[src/rtl/lphs_pkg.sv]
`default_nettype none

package lphs_pkg;

    // Request operations.
    typedef logic [1:0] t_opcode;
    localparam t_opcode OP_PROBE  = 2'd0;
    localparam t_opcode OP_INSERT = 2'd1;
    localparam t_opcode OP_DELETE = 2'd2;
    // The spare code behaves as a probe.
    localparam t_opcode OP_SPARE  = 2'd3;

    // Result status codes.
    typedef logic [2:0] t_status;
    localparam t_status ST_FOUND     = 3'd0;
    localparam t_status ST_INSERTED  = 3'd1;
    localparam t_status ST_NOT_FOUND = 3'd2;
    localparam t_status ST_FULL      = 3'd3;
    localparam t_status ST_REMOVED   = 3'd4;

    // Register map.
    localparam int          ADDR_BITS         = 3;
    localparam logic [2:0]  REG_FILL_LIMIT    = 3'd0;
    localparam logic [9:0]  FILL_LIMIT_RESET  = 10'd512;

    // Sequencer states.
    typedef enum logic [2:0] {
        S_CLEAR,
        S_IDLE,
        S_READ,
        S_CHECK,
        S_SHIFT_READ,
        S_SHIFT_CHECK,
        S_DONE
    } t_state;

endpackage

`default_nettype wire

[src/rtl/lphs_cfg.sv]
`default_nettype none

module lphs_cfg
    import lphs_pkg::*;
(
    input  wire logic                 i_clk,
    input  wire logic                 i_rst_n,
    input  wire logic                 psel,
    input  wire logic                 penable,
    input  wire logic                 pwrite,
    input  wire logic [ADDR_BITS-1:0] paddr,
    input  wire logic [31:0]          pwdata,
    output logic      [31:0]          prdata,
    output logic                      pready,
    output logic      [9:0]           o_fill_limit
);

    logic [9:0] r_fill_limit;

    // Register write on the access phase of a transfer.
    always_ff @(posedge i_clk) begin
        if (!i_rst_n) begin
            r_fill_limit <= FILL_LIMIT_RESET;
        end else if (psel && penable && pwrite && paddr == REG_FILL_LIMIT) begin
            r_fill_limit <= pwdata[9:0];
        end
    end

    // Read back.
    always_comb begin
        prdata = '0;
        if (paddr == REG_FILL_LIMIT) begin
            prdata = {22'd0, r_fill_limit};
        end
    end

    assign pready       = 1'b1;
    assign o_fill_limit = r_fill_limit;

endmodule

`default_nettype wire

[config.mk]
export PLATFORM = sky130hd
export DESIGN_NAME = lphs_cfg
export DESIGN_NICKNAME = d
export VERILOG_FILES = /design/src/rtl/lphs_pkg.sv /design/src/rtl/lphs_cfg.sv
export SDC_FILE = /design/constraint.sdc
export NUM_CORES = 1
export LEC_CHECK = 0
export BUFFER_PORTS_ARGS = -buffer_cell sky130_fd_sc_hd__buf_4
export CAP_MARGIN = 20
export CORE_ASPECT_RATIO = 0.75
export CORE_MARGIN = 2
export CORE_UTILIZATION = 29
export DETAILED_ROUTE_END_ITERATION = 10
export GPL_ROUTABILITY_DRIVEN = 0
export PLACE_DENSITY = 0.81
export SYNTH_ARGS = -nofsm -noshare
export SYNTH_HDL_FRONTEND = slang
export SYNTH_SLANG_ARGS = --single-unit
[constraint.sdc]
create_clock -name i_clk -period 0.8 [get_ports i_clk]
set_clock_uncertainty 0.15 [all_clocks]
set_input_delay 0.08 -clock i_clk [delete_from_list [all_inputs] [get_ports i_clk]]
set_output_delay 0.08 -clock i_clk [all_outputs]
set_load 0.01 [all_outputs]
; Yosys cells after proc, flatten, opt, wreduce, memory -nomap -nowiden
; Cells that the tools add are included.
[word_totals]
ff_bits = 10
latch_bits = 0
mem_bits_rw = 0
romBits = 0
in_bits = 40
out_inout_bits = 43
mem_count = 0
[classes]
n_addsub = 0
mul = 0
n_div = 0
n_lt_le_gt_ge = 0
n_eq_ne = 0
shifts = 0
muxes = 1
n_bitwise = 0
n_reduce_logical = 4
[ops]
columns = op, count
row1 = two-way mux 10 bit, 1
row2 = logical AND 1 bit, 3
row3 = logical NOT 3 bit, 1

; Logic depth before layout (Yosys ltp)
[logic_depth]
ltp_word = 3
ltp_mapped = 4
mapped_depth_nobuf = 3

; Worst setup path after synthesis
; OpenSTA, ideal clock, no wires.
[synth_path]
path_type = input to register
startpoint = input port paddr[1]
endpoint = register r_fill_limit[0] (netlist: o_fill_limit[0])
setup_time_ns = 0.072
arrival_time_ns = 0.705
required_ns = 0.578
slack_ns = -0.127
cell_stages = 4
path_buffers = 1
cell_sequence = nor3_4 -> and2_4 -> buf_12 -> mux2i_1
[synth_via]
elab_chain_cells = 2
[synth_rtl]
columns = item, line_no
row1 = "start, declared", lphs_cfg.sv:11  ; input wire logic [ADDR_BITS-1:0] paddr,
row2 = logical NOT 3 bit, lphs_cfg.sv:24  ; end else if (psel && penable && pwrite && paddr == REG_FILL_LIMIT) begin
row3 = logical AND 1 bit, lphs_cfg.sv:24
row4 = "end signal, assigned", lphs_cfg.sv:25  ; r_fill_limit <= pwdata[9:0];
row5 = "end, declared", lphs_cfg.sv:18  ; logic [9:0] r_fill_limit;
; No other way between the ends.
; A chain may end at the register's enable or synchronous reset.

; Worst setup path after layout
[layout_path]
startpoint = register r_fill_limit[6] (netlist: o_fill_limit[6])
endpoint = output port prdata[6]
[layout_via]
elab_chain_cells = 1
[layout_rtl]
columns = item, line_no
row1 = two-way mux 10 bit, lphs_cfg.sv:32  ; if (paddr == REG_FILL_LIMIT) begin
row2 = "end, declared", lphs_cfg.sv:13  ; output logic [31:0] prdata,
; No other way between the ends.

==> impl_metrics.tcl <==
set metrics [dict create \
    synth_cell_types 16 \
    core_mm2 0.002271 \
    die_area_mm2 0.002778 \
    antenna_left 0 \
    crit_fanout 3 \
    yosys_warnings 0 \
    worst_hold_slack_ps -92.06 \
    crit_family "flip-flops" \
    layout.nets 165 \
    muxShareOfSynthArea_pct 13.11 \
    layout_commonest_cell "conb_1" \
    irDropWorstVdd_uv 282.1 \
    via_per_inst 3.785 \
    synth_compound_area_share_pct 1.093 \
    cts_buffers 3 \
    path_buf_inv 1 \
    cts_root_buf "clkbuf_4" \
    cp_cell_sequence "and2_4 -> buf_6" \
    wl_per_cell_um 10.51 \
    synth_seq_cells 10 \
    slew_violations 0 \
    critPathLaunchType "flip-flop" \
    dpl-instance-area_um2 887.1 \
    power.leakage_nw 0.5351 \
    outcome "finished with violations" \
    syn_area_um2 686.9 \
    final_area_mm2 0.001094 \
    vias 598 \
    period_share_pct 134.6 \
    cp_data_required_time_ps 570 \
    synth_xor_xnor_area_share_pct 0 \
    rsz0062_at_grt "yes" \
    drive_gt1_share_pct 58.87 \
    cts_sinks 10 \
    antenna_found_initial 0 \
    holdCritPathClass "in2reg" \
    drc 0 \
    clock_path_buffers 2 \
    maxCapViolations 0 \
    r2r_setup_slack_ps -100 \
    grt_pass1_wl_um 2270 \
    grt-ovfl-total 0 \
    finalSetupViolations 22 \
    fin_util_pct 48.15 \
    fmax_mhz 928.9 \
    grt_use_total_pct 11.61 \
    critPathSlowestCell "dfxtp_2" \
    criticalPathCategory "reg2out" \
    slowest_delay_ps 350 \
    synth_cells 82 \
    die-width_um 60.20 \
    powerDensity_mw_per_mm2 1065 \
    avgSynthCellArea_um2 8.377 \
    clkTransAtPathRegs_ps 70 \
    rows 15 \
    nFillCells 217 \
    fin_ws_ps -276.5 \
    pin_count 83 \
    numPortBuffers 37 \
    synth_top_family_by_area "buffers and inverters" \
    cts_max_level 1 \
    dp_hpwl_um 1221 \
    first_iter_violations 5 \
    area_delta_synth_final_pct 59.20 \
    multi_input_area_um2 392.9 \
    synth-simple-area-share_pct 24.95 \
    synth.yosys.seq_area_share_pct 29.14 \
    routed_wl_um 1661 \
    grt_max_degree 20 \
    num_antenna_cells 0 \
    min_period_ps 1077 \
    violations "hold timing, setup timing" \
    initial_core_util_pct 30.25 \
    tritoncts "done" \
    clk_latency_ps 260 \
    grt_pass1_vias 507 \
    setup-tns-final_ps -4627 \
    critPathArrivalTime_ps 850 \
    ff_latch_area_um2 212.7 \
    dr.pass1.iters 3 \
    synth-adder-area-share_pct 0 \
    cp-end-kind "primary output" \
    hold_violations 10 \
    die-height_um 46.15 \
    final_cell_mix "23 x conb_1, 22 x buf_6, 21 x buf_4, 16 x nand2_1, 11 x and2_4" \
    largest_register_ffs 10 \
]
-- cells in the mapped netlist --
master | n | area, um2
buf_12 | 1 | 20.02
buf_2 | 1 | 5.000
and2_4 | 1 | 8.760
and3_4 | 1 | 11.26
nand3_1 | 1 | 5.000
clkbuf_2 | 1 | 5.000
nand2_1 | 18 | 67.56
dfxtp_1 | 10 | 200.2
inv_1 | 1 | 3.750
and2_1 | 10 | 62.56
conb_1 | 2 | 7.510
mux2i_1 | 9 | 90.09
nor3_4 | 1 | 16.27
buf_4 | 23 | 172.7
clkbuf_1 | 1 | 3.750
o211ai_1 | 1 | 7.510
-- worst reg2reg max path, stage by stage (launching register included) --
cell and delay (ps):
dfxtp_2 330, buf_6 110, buf_6 110, nand2_2 40, mux2i_1 50
-- layer usage --
| layer | part of all wire, % | track usage, % | vias up |
|---|---|---|---|
| li1 | - | - | 293 |
| met1 | 37 | 12.21 | 279 |
| met2 | 57 | 20.87 | 24 |
| met3 | 4.4 | 2.528 | 2 |
| met4 | 1.3 | 8.000 | 0 |
| met5 | 0 | 0 | - |
-- kinds of logic after synthesis --
logic type	after synthesis
AND/OR/NAND/NOR	32
buffers and inverters	28
flip-flops	10
multiplexers	9
other	2
AO/OA/AOI/OAI	1
-- what timing repair did --
item / CTS / global route
setup buffers: 2 / 3
endpoints found under the hold margin: 10 / 10
pin swaps: 1 / 2
setup endpoints to repair: 29 / 29
gates resized for setup: 39 / 5
gates cloned: 0 / 1
-- path summary, 6_finish.rpt --
kind	from	to	depth (start not counted)
worst max-delay path	o_fill_limit[6]	prdata[6]	2
worst min-delay path	pwdata[1]	o_fill_limit[1]	3
worst max register to register	o_fill_limit[1]	o_fill_limit[1]	4
worst min register to register	o_fill_limit[4]	o_fill_limit[4]	2
-- where the power goes --
group	internal, mW	total (mW)	switching, mW
Clock	0.276	0.463	0.187
Sequential	0.502	0.505	0.00315
Combinational	0.0904	0.196	0.106
-- area by class of cell --
cell class	instances	share of cell area, %
inverter	1	0.3432
tap	34	3.890
sequential	10	19.45
multi-input combinational	66	35.93
clock buffer	4	3.318
timing repair buffer	43	37.07
-- through the flow --
step / cells / power [mW] / worst slack, ps
after floorplan: 103 / 0.6931 / -126.9
after global placement: 148 / 0.6877 / -243.4
after detailed placement: 148 / 0.6930 / -309.6
after CTS: 154 / 1.180 / -283.5
after global routing: 158 / 1.233 / -313.9
final: 158 / 1.164 / -276.5
No activity file was read; power rests on OpenSTA's default activity.
